## src/rtl/sorted_deadline_timer_queue_unit_defines.svh

```systemverilog
// assertion macros shared by the timer queue rtl
`ifndef SORTED_DEADLINE_TIMER_QUEUE_UNIT_DEFINES_SVH
`define SORTED_DEADLINE_TIMER_QUEUE_UNIT_DEFINES_SVH

// property that must hold at every clock edge out of reset
`define SDTQ_ASSERT(label, clk, rstn, prop, msg) \
  label: assert property (@(posedge clk) disable iff (!rstn) prop) \
    else $error(msg);

// condition that must never be seen out of reset
`define SDTQ_NEVER(label, clk, rstn, cond, msg) \
  label: assert property (@(posedge clk) disable iff (!rstn) !(cond)) \
    else $error(msg);

`endif

```

## src/rtl/sdtq_pkg.sv

```systemverilog
package sdtq_pkg;

  localparam int SLOT_COUNT = 16;
  localparam int IDX_W      = (SLOT_COUNT > 1) ? $clog2(SLOT_COUNT) : 1;
  localparam int LEN_W      = $clog2(SLOT_COUNT + 1);
  localparam int SLOT_W     = 4;
  localparam int TICK_W     = 32;
  localparam int KIND_W     = 2;

  localparam logic [KIND_W-1:0] KIND_TICK  = 2'd0;
  localparam logic [KIND_W-1:0] KIND_REG   = 2'd1;
  localparam logic [KIND_W-1:0] KIND_UNREG = 2'd2;

  localparam logic [LEN_W-1:0] LEN_FULL = LEN_W'(SLOT_COUNT);

  typedef struct packed {
    logic [SLOT_W-1:0] slot;
    logic [TICK_W-1:0] target;
  } entry_t;

  localparam int ENTRY_W = $bits(entry_t);

  typedef struct packed {
    logic [SLOT_W-1:0] slot;
    logic [TICK_W-1:0] now;
    logic              last;
  } res_t;

  typedef enum logic [3:0] {
    ST_IDLE,
    ST_FIND_RD,
    ST_FIND_CHK,
    ST_SHD_RD,
    ST_SHD_WR,
    ST_INS_START,
    ST_INS_RD,
    ST_INS_CHK,
    ST_INS_WR,
    ST_EXP_RD,
    ST_EXP_CHK,
    ST_EXP_END
  } state_t;

  // logical queue position to ring address
  function automatic logic [IDX_W-1:0] qaddr(input logic [IDX_W-1:0] head,
                                             input logic [LEN_W-1:0] idx);
    logic [LEN_W:0] sum;
    sum = (LEN_W+1)'(head) + (LEN_W+1)'(idx);
    if (sum >= (LEN_W+1)'(SLOT_COUNT)) begin
      sum = sum - (LEN_W+1)'(SLOT_COUNT);
    end
    return sum[IDX_W-1:0];
  endfunction

endpackage

```

## src/rtl/sorted_deadline_timer_queue_unit.sv

```systemverilog
// sorted deadline timer queue
// input channel (in_valid/in_ready): in_kind selects tick, register or unregister;
// in_slot_id goes with register and unregister, in_target_tick with register.
// a tick advances the 32-bit counter and returns one transfer on the out_ channel
// for each slot whose target is at or below the new count, in queue order, with
// out_last_of_run set on the final one; register and unregister return nothing.
// one item at a time: in_ready is high only while the sequencer is idle.
// the queue is a ring in one single-port-read ram, walked one entry at a time
// by one comparator.
// results leave through a one-deep output register; while the receiver stalls
// the sequencer holds the next expiry and waits, nothing is dropped.
// reset (rst_n low, synchronous) clears the counter and empties the queue,
// no clearing pass is needed.
`include "sorted_deadline_timer_queue_unit_defines.svh"

module sorted_deadline_timer_queue_unit
  import sdtq_pkg::*;
(
  input  logic              clk,
  input  logic              rst_n,
  input  logic              in_valid,
  output logic              in_ready,
  input  logic [KIND_W-1:0] in_kind,
  input  logic [SLOT_W-1:0] in_slot_id,
  input  logic [TICK_W-1:0] in_target_tick,
  output logic              out_valid,
  input  logic              out_ready,
  output logic [SLOT_W-1:0] out_expired_slot,
  output logic [TICK_W-1:0] out_now_tick,
  output logic              out_last_of_run
);

  logic res_push;
  res_t res;
  logic push_ok;
  logic out_valid_r, out_valid_nxt;
  res_t out_res_r;

  sdtq_seq u_seq (
    .clk            (clk),
    .rst_n          (rst_n),
    .in_valid       (in_valid),
    .in_ready       (in_ready),
    .in_kind        (in_kind),
    .in_slot_id     (in_slot_id),
    .in_target_tick (in_target_tick),
    .res_push       (res_push),
    .res            (res),
    .push_ok        (push_ok)
  );

  // room when empty or when the held result transfers this cycle
  assign push_ok = !out_valid_r || out_ready;

  always_comb begin
    out_valid_nxt = out_valid_r;
    if (res_push) begin
      out_valid_nxt = 1'b1;
    end else if (out_ready) begin
      out_valid_nxt = 1'b0;
    end
  end

  always_ff @(posedge clk) begin
    if (!rst_n) begin
      out_valid_r <= 1'b0;
    end else begin
      out_valid_r <= out_valid_nxt;
    end
  end

  always_ff @(posedge clk) begin
    if (res_push) begin
      out_res_r <= res;
    end
  end

  assign out_valid        = out_valid_r;
  assign out_expired_slot = out_res_r.slot;
  assign out_now_tick     = out_res_r.now;
  assign out_last_of_run  = out_res_r.last;

  `SDTQ_NEVER(a_busy_no_ready, clk, rst_n, in_ready && out_valid_r && res_push, "push while idle")

endmodule

```

## src/rtl/sdtq_ram.sv

```systemverilog
module sdtq_ram #(
  parameter int ADDR_W = 4,
  parameter int DATA_W = 36
) (
  input  logic              clk,
  input  logic              wr_en,
  input  logic [ADDR_W-1:0] wr_addr,
  input  logic [DATA_W-1:0] wr_data,
  input  logic              rd_en,
  input  logic [ADDR_W-1:0] rd_addr,
  output logic [DATA_W-1:0] rd_data
);

  localparam int DEPTH = 1 << ADDR_W;

  logic [DATA_W-1:0] mem [DEPTH];
  logic [DATA_W-1:0] rd_data_r;

  always_ff @(posedge clk) begin
    if (wr_en) begin
      mem[wr_addr] <= wr_data;
    end
  end

  always_ff @(posedge clk) begin
    if (rd_en) begin
      rd_data_r <= mem[rd_addr];
    end
  end

  assign rd_data = rd_data_r;

endmodule

```

## src/rtl/sdtq_seq.sv

```systemverilog
`include "sorted_deadline_timer_queue_unit_defines.svh"

module sdtq_seq
  import sdtq_pkg::*;
(
  input  logic              clk,
  input  logic              rst_n,
  input  logic              in_valid,
  output logic              in_ready,
  input  logic [KIND_W-1:0] in_kind,
  input  logic [SLOT_W-1:0] in_slot_id,
  input  logic [TICK_W-1:0] in_target_tick,
  output logic              res_push,
  output res_t              res,
  input  logic              push_ok
);

  state_t state_r, state_nxt;

  logic [KIND_W-1:0] kind_r, kind_nxt;
  logic [SLOT_W-1:0] slot_r, slot_nxt;
  logic [TICK_W-1:0] target_r, target_nxt;
  logic [TICK_W-1:0] tick_r, tick_nxt;
  logic [IDX_W-1:0]  head_r, head_nxt;
  logic [LEN_W-1:0]  len_r, len_nxt;
  logic [LEN_W-1:0]  idx_r, idx_nxt;
  logic              pend_r, pend_nxt;
  logic [SLOT_W-1:0] pend_slot_r, pend_slot_nxt;

  logic               ram_we;
  logic [IDX_W-1:0]   ram_waddr;
  entry_t             ram_wdata;
  logic               ram_re;
  logic [IDX_W-1:0]   ram_raddr;
  logic [ENTRY_W-1:0] ram_rdata;
  entry_t             rd_entry;

  logic [TICK_W-1:0] cmp_b;
  logic              rd_gt;
  logic              slot_hit;
  logic [LEN_W-1:0]  idx_inc;
  logic [LEN_W-1:0]  idx_dec;

  sdtq_ram #(
    .ADDR_W (IDX_W),
    .DATA_W (ENTRY_W)
  ) u_ram (
    .clk     (clk),
    .wr_en   (ram_we),
    .wr_addr (ram_waddr),
    .wr_data (ram_wdata),
    .rd_en   (ram_re),
    .rd_addr (ram_raddr),
    .rd_data (ram_rdata)
  );

  assign rd_entry = entry_t'(ram_rdata);

  // shared compare unit: against the new target while inserting, the counter while expiring
  assign cmp_b    = (state_r == ST_EXP_CHK) ? tick_r : target_r;
  assign rd_gt    = rd_entry.target > cmp_b;
  assign slot_hit = rd_entry.slot == slot_r;
  assign idx_inc  = idx_r + LEN_W'(1);
  assign idx_dec  = idx_r - LEN_W'(1);

  assign in_ready = (state_r == ST_IDLE);

  always_comb begin
    state_nxt = state_r;
    unique case (state_r)
      ST_IDLE: begin
        if (in_valid) begin
          unique case (in_kind) inside
            KIND_TICK:             state_nxt = ST_EXP_RD;
            KIND_REG, KIND_UNREG:  state_nxt = ST_FIND_RD;
            default:               state_nxt = ST_IDLE;
          endcase
        end
      end
      ST_FIND_RD: begin
        if (idx_r == len_r) begin
          state_nxt = (kind_r == KIND_REG) ? ST_INS_START : ST_IDLE;
        end else begin
          state_nxt = ST_FIND_CHK;
        end
      end
      ST_FIND_CHK: state_nxt = slot_hit ? ST_SHD_RD : ST_FIND_RD;
      ST_SHD_RD: begin
        if (idx_inc == len_r) begin
          state_nxt = (kind_r == KIND_REG) ? ST_INS_START : ST_IDLE;
        end else begin
          state_nxt = ST_SHD_WR;
        end
      end
      ST_SHD_WR:    state_nxt = ST_SHD_RD;
      ST_INS_START: state_nxt = (len_r == LEN_FULL) ? ST_IDLE : ST_INS_RD;
      ST_INS_RD:    state_nxt = (idx_r == '0) ? ST_INS_WR : ST_INS_CHK;
      ST_INS_CHK:   state_nxt = rd_gt ? ST_INS_RD : ST_INS_WR;
      ST_INS_WR:    state_nxt = ST_IDLE;
      ST_EXP_RD:    state_nxt = (len_r == '0) ? ST_EXP_END : ST_EXP_CHK;
      ST_EXP_CHK: begin
        if (rd_gt) begin
          state_nxt = ST_EXP_END;
        end else if (!pend_r || push_ok) begin
          state_nxt = ST_EXP_RD;
        end
      end
      ST_EXP_END: begin
        if (!pend_r || push_ok) begin
          state_nxt = ST_IDLE;
        end
      end
      default: state_nxt = ST_IDLE;
    endcase
  end

  always_comb begin
    kind_nxt      = kind_r;
    slot_nxt      = slot_r;
    target_nxt    = target_r;
    tick_nxt      = tick_r;
    head_nxt      = head_r;
    len_nxt       = len_r;
    idx_nxt       = idx_r;
    pend_nxt      = pend_r;
    pend_slot_nxt = pend_slot_r;
    ram_we        = 1'b0;
    ram_waddr     = '0;
    ram_wdata     = rd_entry;
    ram_re        = 1'b0;
    ram_raddr     = '0;
    res_push      = 1'b0;
    res           = '{slot: pend_slot_r, now: tick_r, last: 1'b0};
    unique case (state_r)
      ST_IDLE: begin
        if (in_valid) begin
          kind_nxt   = in_kind;
          slot_nxt   = in_slot_id;
          target_nxt = in_target_tick;
          idx_nxt    = '0;
          if (in_kind == KIND_TICK) begin
            tick_nxt = tick_r + TICK_W'(1);
          end
        end
      end
      ST_FIND_RD: begin
        if (idx_r != len_r) begin
          ram_re    = 1'b1;
          ram_raddr = qaddr(head_r, idx_r);
        end
      end
      ST_FIND_CHK: begin
        if (!slot_hit) begin
          idx_nxt = idx_inc;
        end
      end
      ST_SHD_RD: begin
        if (idx_inc == len_r) begin
          len_nxt = len_r - LEN_W'(1);
        end else begin
          ram_re    = 1'b1;
          ram_raddr = qaddr(head_r, idx_inc);
        end
      end
      ST_SHD_WR: begin
        ram_we    = 1'b1;
        ram_waddr = qaddr(head_r, idx_r);
        idx_nxt   = idx_inc;
      end
      ST_INS_START: idx_nxt = len_r;
      // walk from the tail, moving up every entry with a later target
      ST_INS_RD: begin
        if (idx_r != '0) begin
          ram_re    = 1'b1;
          ram_raddr = qaddr(head_r, idx_dec);
        end
      end
      ST_INS_CHK: begin
        if (rd_gt) begin
          ram_we    = 1'b1;
          ram_waddr = qaddr(head_r, idx_r);
          idx_nxt   = idx_dec;
        end
      end
      ST_INS_WR: begin
        ram_we    = 1'b1;
        ram_waddr = qaddr(head_r, idx_r);
        ram_wdata = '{slot: slot_r, target: target_r};
        len_nxt   = len_r + LEN_W'(1);
      end
      ST_EXP_RD: begin
        if (len_r != '0) begin
          ram_re    = 1'b1;
          ram_raddr = head_r;
        end
      end
      // an expired head is held back one step so the last of the run can be marked
      ST_EXP_CHK: begin
        if (!rd_gt && (!pend_r || push_ok)) begin
          res_push      = pend_r;
          pend_nxt      = 1'b1;
          pend_slot_nxt = rd_entry.slot;
          head_nxt      = qaddr(head_r, LEN_W'(1));
          len_nxt       = len_r - LEN_W'(1);
        end
      end
      ST_EXP_END: begin
        res.last = 1'b1;
        if (pend_r && push_ok) begin
          res_push = 1'b1;
          pend_nxt = 1'b0;
        end
      end
      default: begin
      end
    endcase
  end

  always_ff @(posedge clk) begin
    if (!rst_n) begin
      state_r <= ST_IDLE;
      tick_r  <= '0;
      head_r  <= '0;
      len_r   <= '0;
      idx_r   <= '0;
      pend_r  <= 1'b0;
    end else begin
      state_r <= state_nxt;
      tick_r  <= tick_nxt;
      head_r  <= head_nxt;
      len_r   <= len_nxt;
      idx_r   <= idx_nxt;
      pend_r  <= pend_nxt;
    end
  end

  always_ff @(posedge clk) begin
    kind_r      <= kind_nxt;
    slot_r      <= slot_nxt;
    target_r    <= target_nxt;
    pend_slot_r <= pend_slot_nxt;
  end

  `SDTQ_ASSERT(a_len_bound, clk, rst_n, len_r <= LEN_FULL, "queue length beyond capacity")
  `SDTQ_NEVER(a_push_room, clk, rst_n, res_push && !push_ok, "result pushed into full buffer")
  `SDTQ_ASSERT(a_exp_shrink, clk, rst_n, (state_r == ST_EXP_CHK) |=> (len_r <= $past(len_r)), "queue grew while expiring")
  `SDTQ_ASSERT(a_tick_step, clk, rst_n, (in_valid && in_ready && in_kind == KIND_TICK) |=> (tick_r == $past(tick_r) + TICK_W'(1)), "tick counter did not advance")

endmodule

```

## config.mk

```make
export PLATFORM = sky130hd
export DESIGN_NAME = sorted_deadline_timer_queue_unit
export DESIGN_NICKNAME = d
export VERILOG_FILES = /design/src/rtl/sdtq_pkg.sv /design/src/rtl/sorted_deadline_timer_queue_unit.sv /design/src/rtl/sdtq_ram.sv /design/src/rtl/sdtq_seq.sv
export VERILOG_INCLUDE_DIRS = /design/src /design/src/rtl
export SDC_FILE = /design/constraint.sdc
export NUM_CORES = 1
export LEC_CHECK = 0
export ABC_AREA = 0
export BUFFER_PORTS_ARGS = -buffer_cell sky130_fd_sc_hd__buf_2
export CAP_MARGIN = 20
export CORE_ASPECT_RATIO = 0.6
export CORE_UTILIZATION = 58
export CTS_BUF_LIST = sky130_fd_sc_hd__clkbuf_4 sky130_fd_sc_hd__clkbuf_8
export DETAILED_ROUTE_END_ITERATION = 8
export PLACE_DENSITY = 0.78
export SYNTH_ARGS = -nofsm -noshare
export SYNTH_HDL_FRONTEND = slang
export SYNTH_SLANG_ARGS = --single-unit
```

## constraint.sdc

```tcl
create_clock -name clk -period 5.6 [get_ports clk]
set_input_delay 0.84 -clock clk [delete_from_list [all_inputs] [get_ports clk]]
set_output_delay 0.84 -clock clk [all_outputs]
set_load 0.02 [all_outputs]
```

==> results.json <==
{
  "post-place-cells": 2583,
  "run_status": "complete, no violations",
  "root_buffer_master": "sky130_fd_sc_hd__clkbuf_8",
  "critical_path_cell_sequence": "inv_1 > nand2_1 > nor2_4 > buf_4 > mux2i_1 > ha_1 > nand4_1 > nor2_1 > o211ai_1 > o211ai_1 > a22oi_1 > o21ai_0 > nand2_1 > nor2_4 > buf_4",
  "fraction_of_layout_instances_using_a_drive_strength_above_1_pct": 19.3,
  "io_buffer_count": 80,
  "final.setup_skew_ns": 0.0459,
  "synth_enable_flop_cells": 691,
  "instances_no_fill": 2777,
  "timing.hold.worst.class": "in2reg",
  "cp_num_buf_inv": 3,
  "tritoncts": "built",
  "finalWeightedCongestion": 0.962,
  "cts-hold-fix-buffers": 0,
  "synth_cells": 1856,
  "yosys_warnings": 0,
  "sequential_cell_area_fraction_in_the_yosys_report_pct": 71.6,
  "fin_crit_ns": 5.25,
  "total_power_mw": 11.3,
  "worst_setup_path_startpoint": "u_seq.state_r[2]",
  "drtPass1Iterations": 5,
  "postSynthNetCount": 1949,
  "grt_max_degree": 115,
  "wire_length_of_the_first_global_routing_pass_mm": 109,
  "asyncSetResetFlopFracSynth_pct": 0,
  "ant_nets": 0,
  "min_setup_slack_post_route_ns": 0.353,
  "clock_pin_slew_on_the_worst_setup_and_hold_paths_ns": 0.07,
  "numClockSinks": 743,
  "globalRoute.totalOverflow": 0,
  "dr_total_vias": 17680,
  "resized_after_cts": 0,
  "max-clock-path-buffers": 3,
  "syn-cell-area_mm2": 0.0305,
  "route.final.wire_length_mm": 74.2,
  "setup_bufs_post_cts": 0,
  "die_height_um": 179,
  "dominantRegCellSynth": "sky130_fd_sc_hd__edfxtp_1",
  "grt_setup_unrepaired": "false",
  "antenna_found_initial": 2,
  "final_core_utilization_pct": 66.2,
  "timing.setup.tns_ns": 0,
  "timing.reg2reg.worst_path_depth": 15,
  "power.leakage_nw": 10.7,
  "crit_path_top_delay_cell": "sky130_fd_sc_hd__nor2_4",
  "vias_per_cell": 6.37,
  "insertedDiodeCount": 0,
  "global_route.usage.total_pct": 27.5,
  "yosys_register_bits": 743,
  "endpoint": "u_seq.u_ram.mem[14][11]",
  "reg2reg_capture_point": "u_seq.u_ram.mem[14][11]",
  "crit_cells": 15,
  "detail_route.wl_per_cell_um": 26.7,
  "place.detailed.hpwl_mm": 47.7,
  "first_global_vias": 16988,
  "count_of_final_setup_violators": 0,
  "numCtsBuffers": 102,
  "finish.net_count": 2091,
  "final_area_mm2": 0.0340,
  "core_area_mm2": 0.0514,
  "timing_worst_slew_pin_value_ns": 1.02,
  "critical_path.max_fanout": 23,
  "fin_worst_hold_slack_ns": 0.300,
  "cts_max_level": 3,
  "die-width_um": 298,
  "yosys.cell_types.count": 69,
  "drtIter0Drc": 2261,
  "timing.rr.start": "u_seq.state_r[2]",
  "timing.setup.critical_path_class": "reg2reg",
  "peakVddDrop_uv": 258,
  "clk_latency_ns": 0.71,
  "endpoint_kind": "flip-flop",
  "row_count": 64,
  "max-cap-violations": 0,
  "critPathTopFamily": "simple AND/OR/NAND/NOR gates",
  "fmaxAchievable_mhz": 191,
  "remaining_drc_errors": 0,
  "final.period_utilization_pct": 93.7,
  "worst_slew_margin_rel_pct": 32.3,
  "critical_path_launch_point_type": "flip-flop",
  "io_pins": 81,
  "die_area_mm2": 0.0535,
  "syn_area_per_cell_um2": 16.4,
  "preCtsSetupSlack_ns": 0.392,
  "initial_utilization_pct": 59.2,
  "timing.reg2reg.setup_slack_ns": 0.35,
  "critical_path.max_stage_delay_ns": 0.85,
  "arrival_ns": 5.62,
  "maxSlewViolCount": 0,
  "power_density_mw_per_mm2": 331,
  "syn2layout_area_growth_pct": 11.8,
  "finalHoldViolations": 0,
  "dpl_cell_area_mm2": 0.0319,
  "worst-endpoint-required_ns": 5.97
}
where the power goes:
group          leakage (nW)  total (mW)  switching, mW  internal [mW]
Clock                  1.06        4.10           2.01           2.09
Sequential             6.60        6.35         0.0707           6.28
Combinational          3.02       0.804          0.563          0.241
Total                  10.7        11.3           2.65           8.61
cell families after synthesis:
kind of cell             count (synthesis)  share of synthesized area (%)
adder cells (fa/ha/maj)                 51                           2.19
XOR/XNOR                                56                           1.61
AND/OR/NAND/NOR                        269                           4.69
AO/OA/AOI/OAI                          267                           6.03
multiplexers                           362                           12.2
buffers and inverters                  108                           1.72
flip-flops                             743                           71.6
area by class of cell:
class / instances / area (µm²)
Fill cell: 3461 / 17400
Multi-Input combinational cell: 1005 / 8320
Inverter: 19 / 71.3
Clock buffer: 143 / 1720
Timing Repair Buffer: 127 / 968
Clock inverter: 47 / 289
Tap cell: 693 / 867
Sequential cell: 743 / 21800
worst min-delay path by stage:
| stage | start | end | cells past startpoint |
|---|---|---|---|
| 3_3_place_gp | u_seq.pend_slot_r[0] | out_expired_slot[0] | 0 |
| 4_1_cts | in_target_tick[0] | u_seq.target_r[0] | 1 |
| 5_1_grt | in_target_tick[26] | u_seq.target_r[26] | 1 |
| 6_report | in_target_tick[0] | u_seq.target_r[0] | 1 |
| 3_5_place_dp | u_seq.pend_slot_r[2] | out_expired_slot[2] | 0 |
| 2_1_floorplan | u_seq.pend_slot_r[0] | out_expired_slot[0] | 0 |
routing by layer:
metal / vias to the layer above / wire length [µm] / GRT usage (%) / share of wire [%]
met3: 116 / 7470 / 5.52 / 10
met5: - / 0 / 0 / 0
met4: 0 / 1760 / 8.02 / 2.4
met2: 1027 / 32900 / 40.4 / 44
li1: 7657 / - / - / -
met1: 8880 / 32000 / 42.0 / 43
synthesized netlist by cell type (8+ instances only):
cell type                   instances  area (µm²)
sky130_fd_sc_hd__ha_1              47         588
sky130_fd_sc_hd__buf_2             32         160
sky130_fd_sc_hd__or4_1             38         285
sky130_fd_sc_hd__nor2_1            74         278
sky130_fd_sc_hd__buf_6             10         113
sky130_fd_sc_hd__or3_1              9        56.3
sky130_fd_sc_hd__xor2_1            32         280
sky130_fd_sc_hd__o22ai_1          108         676
sky130_fd_sc_hd__clkbuf_1          41         154
sky130_fd_sc_hd__and3_1             9        56.3
sky130_fd_sc_hd__a21oi_1           34         170
sky130_fd_sc_hd__o21ai_0           24         120
sky130_fd_sc_hd__a21o_1            12        90.1
sky130_fd_sc_hd__dfxtp_1           52        1040
sky130_fd_sc_hd__mux2i_1          290        2900
sky130_fd_sc_hd__nand3_1           32         160
sky130_fd_sc_hd__edfxtp_1         691       20700
sky130_fd_sc_hd__xnor2_1           24         210
sky130_fd_sc_hd__and2_1             8        50.1
sky130_fd_sc_hd__nand2_1           44         165
sky130_fd_sc_hd__inv_1             19        71.3
sky130_fd_sc_hd__o2bb2ai_1         36         315
sky130_fd_sc_hd__nand4_1           14        87.6
sky130_fd_sc_hd__mux2_2            72         811
sky130_fd_sc_hd__nor3_1            11        55.1
flip-flops by register name (all words and copies together), names as in the netlist:
name	cells
u_seq.len_r	5
u_seq.pend_r	1
out_last_of_run	1
out_valid	1
u_seq.idx_r	5
out_now_tick	32
u_seq.head_r	4
u_seq.tick_r	32
out_expired_slot	4
u_seq.pend_slot_r	4
u_seq.target_r	32
u_seq.state_r	4
u_seq.u_ram.rd_data	36
u_seq.slot_r	4
u_seq.u_ram.mem	576
u_seq.kind_r	2
cells in the final DEF, fill, tap and decap left out, types with 5 or more instances in the layout:
cell type,n
sky130_fd_sc_hd__nor2b_1,5
sky130_fd_sc_hd__ha_1,47
sky130_fd_sc_hd__nor2_4,17
sky130_fd_sc_hd__or4_1,37
sky130_fd_sc_hd__buf_2,80
sky130_fd_sc_hd__nor3_1,9
sky130_fd_sc_hd__and2_1,7
sky130_fd_sc_hd__a21o_1,12
sky130_fd_sc_hd__mux2_2,72
sky130_fd_sc_hd__edfxtp_1,691
sky130_fd_sc_hd__clkinv_2,12
sky130_fd_sc_hd__nand2b_1,5
sky130_fd_sc_hd__a21oi_1,34
sky130_fd_sc_hd__clkbuf_4,40
sky130_fd_sc_hd__xor2_1,32
sky130_fd_sc_hd__clkinv_1,25
sky130_fd_sc_hd__dfxtp_1,52
sky130_fd_sc_hd__clkbuf_8,103
sky130_fd_sc_hd__o21ai_0,23
sky130_fd_sc_hd__nor2_1,57
sky130_fd_sc_hd__o2bb2ai_1,36
sky130_fd_sc_hd__inv_1,19
sky130_fd_sc_hd__mux2i_1,290
sky130_fd_sc_hd__buf_4,31
sky130_fd_sc_hd__buf_12,14
sky130_fd_sc_hd__or3_1,7
sky130_fd_sc_hd__and3_1,9
sky130_fd_sc_hd__nand2_1,44
sky130_fd_sc_hd__o211ai_1,7
sky130_fd_sc_hd__o22ai_1,108
sky130_fd_sc_hd__nand3_1,31
sky130_fd_sc_hd__nand4_1,14
sky130_fd_sc_hd__xnor2_1,24
worst reg2reg max path: stages, from the launching register on:
cell and delay [ns]:
sky130_fd_sc_hd__dfxtp_1 0.32, sky130_fd_sc_hd__inv_1 0.09, sky130_fd_sc_hd__nand2_1 0.19, sky130_fd_sc_hd__nor2_4 0.25, sky130_fd_sc_hd__buf_4 0.38, sky130_fd_sc_hd__mux2i_1 0.16
sky130_fd_sc_hd__ha_1 0.32, sky130_fd_sc_hd__nand4_1 0.24, sky130_fd_sc_hd__nor2_1 0.44, sky130_fd_sc_hd__o211ai_1 0.15, sky130_fd_sc_hd__o211ai_1 0.23, sky130_fd_sc_hd__a22oi_1 0.22
sky130_fd_sc_hd__o21ai_0 0.37, sky130_fd_sc_hd__nand2_1 0.29, sky130_fd_sc_hd__nor2_4 0.85, sky130_fd_sc_hd__buf_4 0.41
Note: power is estimated with default switching activity, not from simulation.
